$ cat src/rtl/hptte_pkg.sv
// shared widths, payload structs and helper functions for the even-q hex tile mapper
// no dependencies; every other file of the block imports this package
package hptte_pkg;

  localparam int COORD_BITS     = 16;
  localparam int TILE_SIZE_BITS = 10;

  // signed working width of the shifted y coordinate, also the dividend width
  localparam int DVD_W = ((COORD_BITS > TILE_SIZE_BITS) ? COORD_BITS : TILE_SIZE_BITS) + 1;
  // column period 3h/2 stays below twice the largest tile size
  localparam int PX_W  = TILE_SIZE_BITS + 1;
  // floor quotient, signed
  localparam int Q_W   = DVD_W;
  // remainder tests and unsaturated results
  localparam int CMP_W = PX_W + 3;
  localparam int RES_W = Q_W + 2;

  // restoring divider: quotient bits per pipeline stage
  localparam int BPS        = 2;
  localparam int DIV_STAGES = (DVD_W + BPS - 1) / BPS;

  localparam logic [TILE_SIZE_BITS-1:0] TILE_SIZE_RESET = TILE_SIZE_BITS'(72);
  localparam logic [TILE_SIZE_BITS-1:0] TILE_SIZE_MIN   = TILE_SIZE_BITS'(2);

  typedef struct packed {
    logic [DVD_W-1:0]          x_mag;
    logic                      x_neg;
    logic [DVD_W-1:0]          y_mag;
    logic                      y_neg;
    logic [PX_W-1:0]           px;
    logic [TILE_SIZE_BITS-1:0] h;
    logic [TILE_SIZE_BITS-2:0] half;
  } prep_t;

  typedef struct packed {
    logic [PX_W-1:0]           x_rem;
    logic [DVD_W-1:0]          x_dvd;
    logic [PX_W-1:0]           y_rem;
    logic [DVD_W-1:0]          y_dvd;
    logic                      x_neg;
    logic                      y_neg;
    logic [PX_W-1:0]           px;
    logic [TILE_SIZE_BITS-1:0] h;
    logic [TILE_SIZE_BITS-2:0] half;
  } div_t;

  typedef struct packed {
    logic signed [Q_W-1:0]     qx;
    logic signed [Q_W-1:0]     qy;
    logic [PX_W-1:0]           rx;
    logic [PX_W-1:0]           ry;
    logic [PX_W-1:0]           px;
    logic [TILE_SIZE_BITS-1:0] h;
    logic [TILE_SIZE_BITS-2:0] half;
  } flr_t;

  // BPS restoring steps; the dividend shifts out msb first, quotient bits shift in at lsb
  function automatic logic [PX_W+DVD_W-1:0] div_steps(input logic [PX_W-1:0]  rem,
                                                      input logic [DVD_W-1:0] dvd,
                                                      input logic [PX_W-1:0]  dsr,
                                                      input int               first);
    logic [PX_W:0]    trial;
    logic [PX_W-1:0]  r;
    logic [DVD_W-1:0] q;
    r = rem;
    q = dvd;
    for (int i = 0; i < BPS; i++) begin
      if (first + i < DVD_W) begin
        trial = {r, q[DVD_W-1]};
        q     = {q[DVD_W-2:0], 1'b0};
        if (trial >= {1'b0, dsr}) begin
          trial = trial - {1'b0, dsr};
          q[0]  = 1'b1;
        end
        r = trial[PX_W-1:0];
      end
    end
    return {r, q};
  endfunction

  // clamp to the signed coordinate range
  function automatic logic [COORD_BITS-1:0] sat_coord(input logic signed [RES_W-1:0] v);
    logic [RES_W-COORD_BITS:0] hi_bits;
    hi_bits = v[RES_W-1:COORD_BITS-1];
    if ((&hi_bits) || !(|hi_bits)) begin
      return v[COORD_BITS-1:0];
    end else if (v[RES_W-1]) begin
      return {1'b1, {(COORD_BITS-1){1'b0}}};
    end else begin
      return {1'b0, {(COORD_BITS-1){1'b1}}};
    end
  endfunction

endpackage

$ cat src/rtl/hptte_if.sv
// valid/ready channel interfaces for pixel positions in and tile indexes out
// depends on hptte_pkg for the coordinate width
interface hptte_in_if import hptte_pkg::*; ();
  logic                         valid;
  logic                         ready;
  logic signed [COORD_BITS-1:0] pixel_x;
  logic signed [COORD_BITS-1:0] pixel_y;

  modport source (output valid, output pixel_x, output pixel_y, input ready);
  modport sink   (input valid, input pixel_x, input pixel_y, output ready);
endinterface

interface hptte_out_if import hptte_pkg::*; ();
  logic                         valid;
  logic                         ready;
  logic signed [COORD_BITS-1:0] tile_col;
  logic signed [COORD_BITS-1:0] tile_row;

  modport source (output valid, output tile_col, output tile_row, input ready);
  modport sink   (input valid, input tile_col, input tile_row, output ready);
endinterface

$ cat src/rtl/hptte_prep.sv
// first pipeline stage: tile size clamp, periods, y shift and sign/magnitude split
// depends on hptte_pkg
module hptte_prep import hptte_pkg::*; (
  input  logic                         clk_i,
  input  logic                         rst_ni,
  input  logic                         valid_i,
  output logic                         ready_o,
  input  logic signed [COORD_BITS-1:0] pixel_x_i,
  input  logic signed [COORD_BITS-1:0] pixel_y_i,
  input  logic [TILE_SIZE_BITS-1:0]    tile_size_i,
  output logic                         valid_o,
  input  logic                         ready_i,
  output prep_t                        data_o
);

  logic                      valid_q;
  prep_t                     data_q, data_d;
  logic [TILE_SIZE_BITS-1:0] h;
  logic [DVD_W-1:0]          x_ext, y_ext, y_sh;

  assign h = (tile_size_i < TILE_SIZE_MIN) ? TILE_SIZE_MIN : tile_size_i;

  always_comb begin
    x_ext = {{(DVD_W-COORD_BITS){pixel_x_i[COORD_BITS-1]}}, pixel_x_i};
    y_ext = {{(DVD_W-COORD_BITS){pixel_y_i[COORD_BITS-1]}}, pixel_y_i};
    data_d.h    = h;
    data_d.half = h[TILE_SIZE_BITS-1:1];
    data_d.px   = PX_W'(h) + PX_W'(h[TILE_SIZE_BITS-1:1]);
    y_sh        = y_ext - DVD_W'(h[TILE_SIZE_BITS-1:1]);
    // negative values divide as ~a, the floor fix later undoes it
    data_d.x_neg = x_ext[DVD_W-1];
    data_d.x_mag = x_ext[DVD_W-1] ? ~x_ext : x_ext;
    data_d.y_neg = y_sh[DVD_W-1];
    data_d.y_mag = y_sh[DVD_W-1] ? ~y_sh : y_sh;
  end

  assign ready_o = !valid_q || ready_i;

  always_ff @(posedge clk_i or negedge rst_ni) begin
    if (!rst_ni) begin
      valid_q <= 1'b0;
    end else if (ready_o) begin
      valid_q <= valid_i;
    end
  end

  always_ff @(posedge clk_i) begin
    if (ready_o && valid_i) begin
      data_q <= data_d;
    end
  end

  assign valid_o = valid_q;
  assign data_o  = data_q;

endmodule

$ cat src/rtl/hptte_div.sv
// pipelined restoring divider, x by the column period and y by the tile size in parallel
// depends on hptte_pkg; BPS quotient bits per stage
module hptte_div import hptte_pkg::*; (
  input  logic  clk_i,
  input  logic  rst_ni,
  input  logic  valid_i,
  output logic  ready_o,
  input  prep_t data_i,
  output logic  valid_o,
  input  logic  ready_i,
  output div_t  data_o
);

  logic [DIV_STAGES-1:0] valid_q;
  logic [DIV_STAGES:0]   rdy;
  logic [DIV_STAGES-1:0] src_valid;
  div_t                  data_q [DIV_STAGES];
  div_t                  src    [DIV_STAGES];
  div_t                  data_d [DIV_STAGES];
  div_t                  init;

  always_comb begin
    init.x_rem = '0;
    init.x_dvd = data_i.x_mag;
    init.y_rem = '0;
    init.y_dvd = data_i.y_mag;
    init.x_neg = data_i.x_neg;
    init.y_neg = data_i.y_neg;
    init.px    = data_i.px;
    init.h     = data_i.h;
    init.half  = data_i.half;
  end

  // stage ready: empty, or its item moves on this cycle
  always_comb begin
    rdy[DIV_STAGES] = ready_i;
    for (int s = DIV_STAGES - 1; s >= 0; s--) begin
      rdy[s] = !valid_q[s] || rdy[s+1];
    end
  end

  always_comb begin
    for (int s = 0; s < DIV_STAGES; s++) begin
      if (s == 0) begin
        src[s]       = init;
        src_valid[s] = valid_i;
      end else begin
        src[s]       = data_q[s-1];
        src_valid[s] = valid_q[s-1];
      end
      data_d[s] = src[s];
      {data_d[s].x_rem, data_d[s].x_dvd} =
        div_steps(src[s].x_rem, src[s].x_dvd, src[s].px, s * BPS);
      {data_d[s].y_rem, data_d[s].y_dvd} =
        div_steps(src[s].y_rem, src[s].y_dvd, PX_W'(src[s].h), s * BPS);
    end
  end

  always_ff @(posedge clk_i or negedge rst_ni) begin
    if (!rst_ni) begin
      valid_q <= '0;
    end else begin
      for (int s = 0; s < DIV_STAGES; s++) begin
        if (rdy[s]) begin
          valid_q[s] <= src_valid[s];
        end
      end
    end
  end

  always_ff @(posedge clk_i) begin
    for (int s = 0; s < DIV_STAGES; s++) begin
      if (rdy[s] && src_valid[s]) begin
        data_q[s] <= data_d[s];
      end
    end
  end

  assign ready_o = rdy[0];
  assign valid_o = valid_q[DIV_STAGES-1];
  assign data_o  = data_q[DIV_STAGES-1];

`ifndef SYNTHESIS
  a_div_hold: assert property (@(posedge clk_i) disable iff (!rst_ni)
    valid_q[DIV_STAGES-1] && !ready_i |=> valid_q[DIV_STAGES-1])
    else $error("divider dropped a stalled item");
`endif

endmodule

$ cat src/rtl/hptte_fix.sv
// last two stages: floor correction of quotients, then hex corrections and saturation
// depends on hptte_pkg; stage b is the output register
module hptte_fix import hptte_pkg::*; (
  input  logic                         clk_i,
  input  logic                         rst_ni,
  input  logic                         valid_i,
  output logic                         ready_o,
  input  div_t                         data_i,
  output logic                         valid_o,
  input  logic                         ready_i,
  output logic signed [COORD_BITS-1:0] tile_col_o,
  output logic signed [COORD_BITS-1:0] tile_row_o
);

  logic                    a_valid_q, b_valid_q;
  logic                    rdy_a, rdy_b;
  flr_t                    flr_q, flr_d;
  logic [COORD_BITS-1:0]   col_q, col_d, row_q, row_d;
  logic signed [CMP_W-1:0] rx2, ryv, halfv, pxv, h2, dv;
  logic signed [RES_W-1:0] col_base, row_base, col_v, row_v;
  logic                    col_dec, col_inc, row_inc;

  // stage a: floor(a/p) = -(~a / p) - 1 = ~q', remainder p - 1 - r'
  always_comb begin
    flr_d.qx   = data_i.x_neg ? ~data_i.x_dvd : data_i.x_dvd;
    flr_d.qy   = data_i.y_neg ? ~data_i.y_dvd : data_i.y_dvd;
    flr_d.rx   = data_i.x_neg ? (data_i.px - PX_W'(1) - data_i.x_rem) : data_i.x_rem;
    flr_d.ry   = data_i.y_neg ? (PX_W'(data_i.h) - PX_W'(1) - data_i.y_rem) : data_i.y_rem;
    flr_d.px   = data_i.px;
    flr_d.h    = data_i.h;
    flr_d.half = data_i.half;
  end

  // stage b: linear edge tests on the remainders
  always_comb begin
    rx2   = CMP_W'({flr_q.rx, 1'b0});
    ryv   = CMP_W'(flr_q.ry);
    halfv = CMP_W'(flr_q.half);
    pxv   = CMP_W'(flr_q.px);
    h2    = CMP_W'({flr_q.h, 1'b0});
    dv    = ryv - halfv;
    col_dec = 1'b0;
    col_inc = 1'b0;
    row_inc = 1'b0;
    if (ryv < halfv) begin
      // upper half-row
      if (rx2 + ryv < halfv) begin
        col_dec = 1'b1;
      end else if (rx2 - ryv >= pxv) begin
        col_inc = 1'b1;
      end
    end else begin
      // lower half-row, neighbors sit one row down
      if (rx2 < dv) begin
        col_dec = 1'b1;
        row_inc = 1'b1;
      end else if (rx2 + dv >= h2) begin
        col_inc = 1'b1;
        row_inc = 1'b1;
      end
    end
    col_base = {flr_q.qx[Q_W-1], flr_q.qx, 1'b0};
    row_base = {{2{flr_q.qy[Q_W-1]}}, flr_q.qy};
    if (col_dec) begin
      col_v = col_base - RES_W'(1);
    end else if (col_inc) begin
      col_v = col_base + RES_W'(1);
    end else begin
      col_v = col_base;
    end
    row_v = row_inc ? (row_base + RES_W'(1)) : row_base;
    col_d = sat_coord(col_v);
    row_d = sat_coord(row_v);
  end

  assign rdy_b   = !b_valid_q || ready_i;
  assign rdy_a   = !a_valid_q || rdy_b;
  assign ready_o = rdy_a;

  always_ff @(posedge clk_i or negedge rst_ni) begin
    if (!rst_ni) begin
      a_valid_q <= 1'b0;
      b_valid_q <= 1'b0;
    end else begin
      if (rdy_a) begin
        a_valid_q <= valid_i;
      end
      if (rdy_b) begin
        b_valid_q <= a_valid_q;
      end
    end
  end

  always_ff @(posedge clk_i) begin
    if (rdy_a && valid_i) begin
      flr_q <= flr_d;
    end
    if (rdy_b && a_valid_q) begin
      col_q <= col_d;
      row_q <= row_d;
    end
  end

  assign valid_o    = b_valid_q;
  assign tile_col_o = col_q;
  assign tile_row_o = row_q;

`ifndef SYNTHESIS
  a_rem_range: assert property (@(posedge clk_i) disable iff (!rst_ni)
    a_valid_q |-> (flr_q.rx < flr_q.px) && (flr_q.ry < PX_W'(flr_q.h)))
    else $error("floor remainder out of range");
`endif

endmodule

$ cat src/rtl/hex_pixel_to_tile_evenq.sv
// top level of the even-q hex pixel-to-tile mapper
// depends on hptte_pkg, hptte_if, hptte_prep, hptte_div and hptte_fix
//
// usage
// - pix_i carries one signed pixel position (pixel_x, pixel_y) per transfer,
//   tile_o returns the flat-top even-q tile (tile_col, tile_row) that holds it,
//   one result per position, in order, saturated to the coordinate range
// - tile_size_i is the tile height h, written when tile_size_we_i is high;
//   change it only while no positions are in flight; 0 and 1 act as 2
// - pipeline: 3 + DIV_STAGES register stages (prep, DIV_STAGES divider stages of
//   BPS quotient bits, floor fix, correction/output register)
// - throughput: one position per cycle while the sink takes results; both divisions
//   run in the shared divider pipeline, x by 3h/2 and the shifted y by h
// - every stage carries its own valid bit and takes a new item when it is
//   empty or its item moves on, so bubbles fill while the sink stalls
// - a receiver stall holds the output register; the stall reaches pix_i only
//   once all stages hold items, nothing is dropped or repeated
// - reset clears all valid bits and loads the tile size with 72; no
//   clearing pass, the block takes input in the first cycle after reset
module hex_pixel_to_tile_evenq import hptte_pkg::*; (
  input  logic                      clk_i,
  input  logic                      rst_ni,
  input  logic                      tile_size_we_i,
  input  logic [TILE_SIZE_BITS-1:0] tile_size_i,
  hptte_in_if.sink                  pix_i,
  hptte_out_if.source               tile_o
);

  // tile size register
  logic [TILE_SIZE_BITS-1:0] tile_size_q;

  // stage to stage handshake
  logic  prep_valid, prep_ready;
  prep_t prep_data;
  logic  div_valid, div_ready;
  div_t  div_data;

  always_ff @(posedge clk_i or negedge rst_ni) begin
    if (!rst_ni) begin
      tile_size_q <= TILE_SIZE_RESET;
    end else if (tile_size_we_i) begin
      tile_size_q <= tile_size_i;
    end
  end

  // periods, shifted y, magnitudes
  hptte_prep u_prep (
    .clk_i       (clk_i),
    .rst_ni      (rst_ni),
    .valid_i     (pix_i.valid),
    .ready_o     (pix_i.ready),
    .pixel_x_i   (pix_i.pixel_x),
    .pixel_y_i   (pix_i.pixel_y),
    .tile_size_i (tile_size_q),
    .valid_o     (prep_valid),
    .ready_i     (prep_ready),
    .data_o      (prep_data)
  );

  // quotient and remainder of both coordinates
  hptte_div u_div (
    .clk_i   (clk_i),
    .rst_ni  (rst_ni),
    .valid_i (prep_valid),
    .ready_o (prep_ready),
    .data_i  (prep_data),
    .valid_o (div_valid),
    .ready_i (div_ready),
    .data_o  (div_data)
  );

  // floor fix, hex edge corrections, saturation, output register
  hptte_fix u_fix (
    .clk_i      (clk_i),
    .rst_ni     (rst_ni),
    .valid_i    (div_valid),
    .ready_o    (div_ready),
    .data_i     (div_data),
    .valid_o    (tile_o.valid),
    .ready_i    (tile_o.ready),
    .tile_col_o (tile_o.tile_col),
    .tile_row_o (tile_o.tile_row)
  );

`ifndef SYNTHESIS
  // input backpressure only comes from a stalled, full output
  a_ready_cause: assert property (@(posedge clk_i) disable iff (!rst_ni)
    !pix_i.ready |-> tile_o.valid && !tile_o.ready)
    else $error("input stalled without output stall");
`endif

`ifndef SYNTHESIS
  // tile size moves only on a write
  a_cfg_hold: assert property (@(posedge clk_i) disable iff (!rst_ni)
    !$past(tile_size_we_i) |-> $stable(tile_size_q))
    else $error("tile size changed without a write");
`endif

endmodule

$ cat src/flat_wrapper.sv
// flat-port wrapper written by rule: the top's interface ports become plain ports
module hex_pixel_to_tile_evenq_flat import hptte_pkg::*;
  (clk_i, rst_ni, tile_size_we_i, tile_size_i, pix_i_valid, pix_i_pixel_x, pix_i_pixel_y, pix_i_ready, tile_o_valid, tile_o_tile_col, tile_o_tile_row, tile_o_ready);
  hptte_in_if pix_i_i ();
  hptte_out_if tile_o_i ();
  input  logic clk_i;
  input  logic rst_ni;
  input  logic tile_size_we_i;
  input  logic [TILE_SIZE_BITS-1:0] tile_size_i;
  input wire logic [$bits(pix_i_i.valid)-1:0] pix_i_valid;
  input wire logic [$bits(pix_i_i.pixel_x)-1:0] pix_i_pixel_x;
  input wire logic [$bits(pix_i_i.pixel_y)-1:0] pix_i_pixel_y;
  output wire logic [$bits(pix_i_i.ready)-1:0] pix_i_ready;
  output wire logic [$bits(tile_o_i.valid)-1:0] tile_o_valid;
  output wire logic [$bits(tile_o_i.tile_col)-1:0] tile_o_tile_col;
  output wire logic [$bits(tile_o_i.tile_row)-1:0] tile_o_tile_row;
  input wire logic [$bits(tile_o_i.ready)-1:0] tile_o_ready;
  assign pix_i_i.valid = pix_i_valid;
  assign pix_i_i.pixel_x = pix_i_pixel_x;
  assign pix_i_i.pixel_y = pix_i_pixel_y;
  assign pix_i_ready = pix_i_i.ready;
  assign tile_o_valid = tile_o_i.valid;
  assign tile_o_tile_col = tile_o_i.tile_col;
  assign tile_o_tile_row = tile_o_i.tile_row;
  assign tile_o_i.ready = tile_o_ready;
  hex_pixel_to_tile_evenq u_core (.clk_i(clk_i), .rst_ni(rst_ni), .tile_size_we_i(tile_size_we_i), .tile_size_i(tile_size_i), .pix_i(pix_i_i), .tile_o(tile_o_i));
endmodule
$ cat config.mk
export PLATFORM = sky130hd
export DESIGN_NAME = hex_pixel_to_tile_evenq_flat
export DESIGN_NICKNAME = d
export VERILOG_FILES = /design/src/rtl/hptte_pkg.sv /design/src/rtl/hptte_if.sv /design/src/rtl/hptte_prep.sv /design/src/rtl/hptte_div.sv /design/src/rtl/hptte_fix.sv /design/src/rtl/hex_pixel_to_tile_evenq.sv /design/src/flat_wrapper.sv
export SDC_FILE = /design/constraint.sdc
export NUM_CORES = 2
export LEC_CHECK = 0
export ABC_AREA = 1
export CAP_MARGIN = 5
export CORE_MARGIN = 2
export CORE_UTILIZATION = 65
export DETAILED_ROUTE_END_ITERATION = 10
export DONT_BUFFER_PORTS = 1
export GPL_TIMING_DRIVEN = 1
export PLACE_DENSITY = 0.87
export SETUP_SLACK_MARGIN = 0.05
export SKIP_CTS_REPAIR_TIMING = 1
export SYNTH_ARGS = -nofsm -noshare
export SYNTH_HDL_FRONTEND = slang
export SYNTH_SLANG_ARGS = --single-unit
$ cat constraint.sdc
create_clock -name clk_i -period 6.7 [get_ports clk_i]
set_input_delay 0.67 -clock clk_i [delete_from_list [all_inputs] [get_ports clk_i]]
set_output_delay 0.67 -clock clk_i [all_outputs]
set_load 0.02 [all_outputs]
* After elaboration in Yosys (flattened, before gate mapping)
Memory sizes are Yosys's and may differ from the RTL's.
Cells that the tools add are included.
** Cells by class
- Add/subtract/negate cells :: 47
- Multipliers :: 0
- Divide/modulo/power cells :: 0
- Order comparisons :: 40
- Equality and inequality tests :: 0
- Shifts and indexed selects :: 0
- Muxes and demuxes :: 110
- Bitwise logic cells :: 4
- Reductions and logical operators :: 44
** Operators by type and width (count)
- 2-to-1 mux 11 bit :: 36
- subtractor 11 bit :: 18
- greater-or-equal comparator 12 x 10 -> 1 bit :: 16
- greater-or-equal comparator 12 x 11 -> 1 bit :: 16
- subtractor 11 x 10 -> 11 bit :: 16
- 2-to-1 mux 16 bit :: 5
- NOT 17 bit :: 4
- 2-to-1 mux 1 bit :: 62
- 2-to-1 mux 19 bit :: 3
- 2-to-1 mux 17 bit :: 2
- adder 18 x 2 -> 19 bit (second input constant) :: 1
- subtractor 18 x 2 -> 19 bit (second input constant) :: 1
- adder 17 x 2 -> 18 bit (second input constant) :: 1
- subtractor 16 x 10 -> 17 bit :: 1
- 2-to-1 mux 15 bit :: 1
- adder 13 x 12 -> 14 bit :: 1
- greater-or-equal comparator 14 x 12 -> 1 bit :: 1
- logical NOT 1 bit :: 14
- logical OR 1 bit :: 14
- adder 12 x 11 -> 13 bit :: 1
- greater-or-equal comparator 13 x 12 -> 1 bit :: 1
- < comparator 13 x 12 -> 1 bit :: 1
- < comparator 13 x 9 -> 1 bit :: 1
- subtractor 12 x 11 -> 13 bit :: 1
- other kinds (14) :: 27
** Storage, ports and cells
- Register bits :: 206
- Latch bits :: 0
- Memory bits (writable) :: 792
- Memory bits (read-only) :: 0
- Input port bits :: 47
- Output and inout port bits :: 34
- Word-level logic and storage cells :: 277
- Memories :: 1
** Memories
- u_core.u_div.data_q :: words 9, width 88, read ports 9, clocked after memory_dff 0, wr ports 9, line hptte_div.sv:17 : div_t data_q [DIV_STAGES];

* Depth between registers and ports, before layout
- Depth in word-level cells :: 15
- Mapped depth :: 32
- Mapped depth without buffers :: 31

* Modules after synthesis
A second synthesis with hierarchy kept.
** Second synthesis, totals
- Cell total of the unflattened synthesis :: 6762
- Area, all modules :: 61381.4 um2
** Modules (own cells, without submodules)
- hptte_div :: times used 1, cells an instance 5165, area each 47734.5 um2, sequential area each 24008.0 um2
- hptte_fix :: times used 1, cells an instance 1138, area each 9663.0 um2, sequential area each 3593.4 um2
- hptte_prep :: times used 1, cells an instance 417, area each 3603.5 um2, sequential area each 1706.6 um2
- hex_pixel_to_tile_evenq :: times used 1, cells an instance 42, area each 380.4 um2, sequential area each 252.7 um2

* Worst setup path before layout
OpenSTA, ideal clock, no wires.
- Path type :: input -> register
- Start :: input tile_o_ready
- End :: memory u_core.u_div.data_q[0][273] in the netlist's numbering, enable pin
- Library setup time :: 542 ps
- Arrival time :: 5104 ps
- Required time :: 6158 ps
- Path slack :: 1054 ps
- Stages :: 12
- Buffers on the path :: 0
- Cells stage by stage :: nor2_1 inv_1 nor2_1 inv_1 nor2_1 inv_1 nor2_1 inv_1 nor2_2 nand2_1 nor2_2 a21oi_1
** RTL lines
- from (decl) :: line flat_wrapper.sv:17 : input wire logic [$bits(tile_o_i.ready)-1:0] tile_o_ready;
- to (decl) :: line hptte_div.sv:17

==> impl_metrics.json <==
{
  "clockRootBuffer": "clkbuf_16",
  "worstSetupPathType": "flop to flop",
  "die_h_um": 289.5,
  "grt_max_degree": 80,
  "detailed_place_hpwl_mm": 86.03,
  "path_common_cell": "nand2_1",
  "crit_fanout": 20,
  "fp-row-count": 104,
  "layout-drive-gt1-share_pct": 4.912,
  "grt_pass1_wl_mm": 187.5,
  "drtIter0Drc": 3437,
  "max_freq_mhz": 181.3,
  "status": "complete, no violations",
  "drv_slew": 0,
  "ff_latch_area_um2": 26860,
  "avgSynthCellArea_um2": 9.979,
  "min_from": "tile_size_we_i",
  "drv_cap": 0,
  "finalWorstSetupSlack_ps": 1184,
  "nFillCells": 5567,
  "setup_viol": 0,
  "cp_top_family": "compound AO/OA/AOI/OAI gates",
  "crit_slowest_cell": "a31oi_1",
  "num_io_pins": 81,
  "final_common_cell": "nand2_1",
  "rsz0062_at_grt": "no",
  "post-place-ws_ps": 1341,
  "cp.arrival_ps": 5920,
  "num_vias": 37770,
  "crit_start": "u_core.u_div.data_q[0][186]$_DFFE_PP_",
  "clock-sinks": 898,
  "die-width_um": 289.5,
  "clock_path_buffers": 3,
  "fin_setup_tns_ps": 0,
  "drt-pass1-iter-count": 7,
  "max_stage_delay_ps": 820,
  "portBuffers": 0,
  "mappedNetlistArea_um2": 52990,
  "path_buf_inv": 1,
  "grt_pass1_vias": 37300,
  "ant_nets": 0,
  "finalCriticalPeriod_ps": 5516,
  "ys_ff_latch": 898,
  "tritoncts": "done",
  "ys.warnings.count": 0,
  "via_per_inst": 5.832,
  "synthFlopType": "edfxtp_1",
  "finalClockSkew_ps": 27.71,
  "core_um2": 80680,
  "totalWireLength_mm": 115.9,
  "start_util_pct": 65.68,
  "slew_headroom_pct": 20.02,
  "cts_buffers": 93,
  "synth-edff-count": 876,
  "cp_data_required_time_ps": 7100,
  "crit_chain": "inv_1 > fa_1 > a31oi_1 > o21ai_1 > a31oi_2 > nand2_1 > a21oi_1 > ha_1 > nand2_1 > nor4_1 > nand4_1 > o21ai_0 > a31oi_1 > nand3_1 > nand2_1 > nand2_1",
  "cp-end-kind": "flop",
  "path_clk_slew_ps": 60,
  "synth_cell_types": 67,
  "synthCells": 5310,
  "start_kind": "flop",
  "clk_latency_ps": 660,
  "antenna_found_initial": 2,
  "grtUsageTotal_pct": 27.89,
  "multi_input_area_um2": 22900,
  "r2r-start": "u_core.u_div.data_q[0][186]$_DFFE_PP_",
  "fin_crit_sh_pct": 82.33,
  "final_cell_mix": "924 x nand2_1, 876 x edfxtp_1, 736 x inv_1",
  "routedWlPerCell_um": 17.89,
  "place.gp.congestion": 0.9231,
  "layout.nets": 5889,
  "die-area_um2": 83820,
  "final_hold_viol_count": 0,
  "yosysSeqAreaShare_pct": 50.69,
  "grt.overflow.total": 0,
  "hold_class": "primary input to flop",
  "ys_async_sr_fraction_pct": 2.450,
  "drc": 0,
  "tightest_slew_ps": 1195,
  "h-tree-depth": 3,
  "area_delta_synth_final_pct": 7.887
}
cells in the mapped netlist (all sizes together) (4+ instances only):
cell	number	share of area [%]
nand2	942	6.8
edfxtp	876	50
inv	752	5.3
ha	466	11
a21oi	437	4.1
o21ai	385	3.7
nor2	363	2.6
xor2	288	4.8
nand3	137	1.4
xnor2	118	2.0
nor3	75	0.78
nand4	70	0.87
buf	58	0.64
fa	40	1.5
clkbuf	32	0.23
a31oi	30	0.44
o21bai	26	0.37
o31ai	22	0.31
dfrtp	20	0.94
nor4	18	0.22
o221ai	16	0.26
o2111ai	15	0.25
or2	15	0.18
o21a	14	0.20
nand3b	13	0.18
a211oi	11	0.16
a21o	10	0.14
a221oi	10	0.17
mux2	7	0.15
o211ai	7	0.099
o22ai	5	0.059
o41ai	5	0.083
a22oi	4	0.057
and2	4	0.047
and3	4	0.047
metrics by stage:
step                instance area, um^2  hold WS, ps  utilization (%)  instances
finish                            57170        85.26            70.86       6477
detailed placement                54050        375.3            66.99       6299
CTS                               57130       -332.4            70.81       6473
floorplan                         52990        374.4                -       5311
global placement                  54050        375.3            66.99       6299
global route                      57160        86.25            70.85       6476
final timing paths:
path	end	slack, ps	depth (start not counted)
setup / recovery	u_core.u_div.data_q[0][313]$_DFFE_PP_	1180	16
hold / removal	u_core.tile_size_q[3]$_DFFE_PN1P_	90	1
setup reg to reg	u_core.u_div.data_q[0][313]$_DFFE_PP_	1180	16
hold reg to reg	u_core.u_div.data_q[0][559]$_DFFE_PP_	400	0
max in group asynchronous	u_core.tile_size_q[6]$_DFFE_PN1P_	5970	2
min in group asynchronous	u_core.u_div.valid_q[3]$_DFFE_PN0P_	490	2
layer usage:
metal / wire [um] / share of wire [%] / global-route usage, %
met1: 47080 / 41 / 35.15
met2: 57820 / 50 / 49.03
met3: 6733 / 5.8 / 3.948
met4: 4242 / 3.7 / 10.42
met5: 11 / 0.0095 / 0
registers in the layout, summed over array words and instances (netlist names):
register                 count
u_core.u_prep.data_o        56
u_core.u_fix.valid_o         1
u_core.u_fix.a_valid_q       1
u_core.u_fix.tile_row_o     16
u_core.u_fix.tile_col_o     16
u_core.u_div.data_q        711
u_core.tile_size_q          10
u_core.u_fix.col_base       17
u_core.u_fix.flr_q          60
u_core.u_div.valid_q         9
u_core.u_prep.valid_o        1
area by class of cell:
type / instances / area share [%]
repair buffers: 20 / 0.2889
diodes: 2 / 0.008755
clock inverters: 57 / 1.081
multi-input cells: 3570 / 40.06
well taps: 1060 / 2.320
inverters: 753 / 4.944
clock buffers: 117 / 4.316
flip-flops and latches: 898 / 46.98
worst reg2reg max path, stage by stage (launching register included):
cell and delay [ps]:
edfxtp_1 470, inv_1 150, fa_1 500, a31oi_1 330
o21ai_1 190, a31oi_2 300, nand2_1 490, a21oi_1 410
ha_1 320, nand2_1 140, nor4_1 90, nand4_1 80
o21ai_0 90, a31oi_1 820, nand3_1 540, nand2_1 220
nand2_1 120
kinds of logic after synthesis:
family / count (synthesis) / share of synthesized area, %
compound gates: 1006 / 10.54
fa+ha+maj: 506 / 12.52
other cells: 1 / 0.007077
mux: 7 / 0.1488
xor+xnor: 406 / 6.711
buf+inv: 843 / 6.201
flops: 898 / 50.69
simple gates: 1643 / 13.19
Power is not shown: default switching activity piles up to over one toggle a cycle in this logic, so the estimate is an artifact.
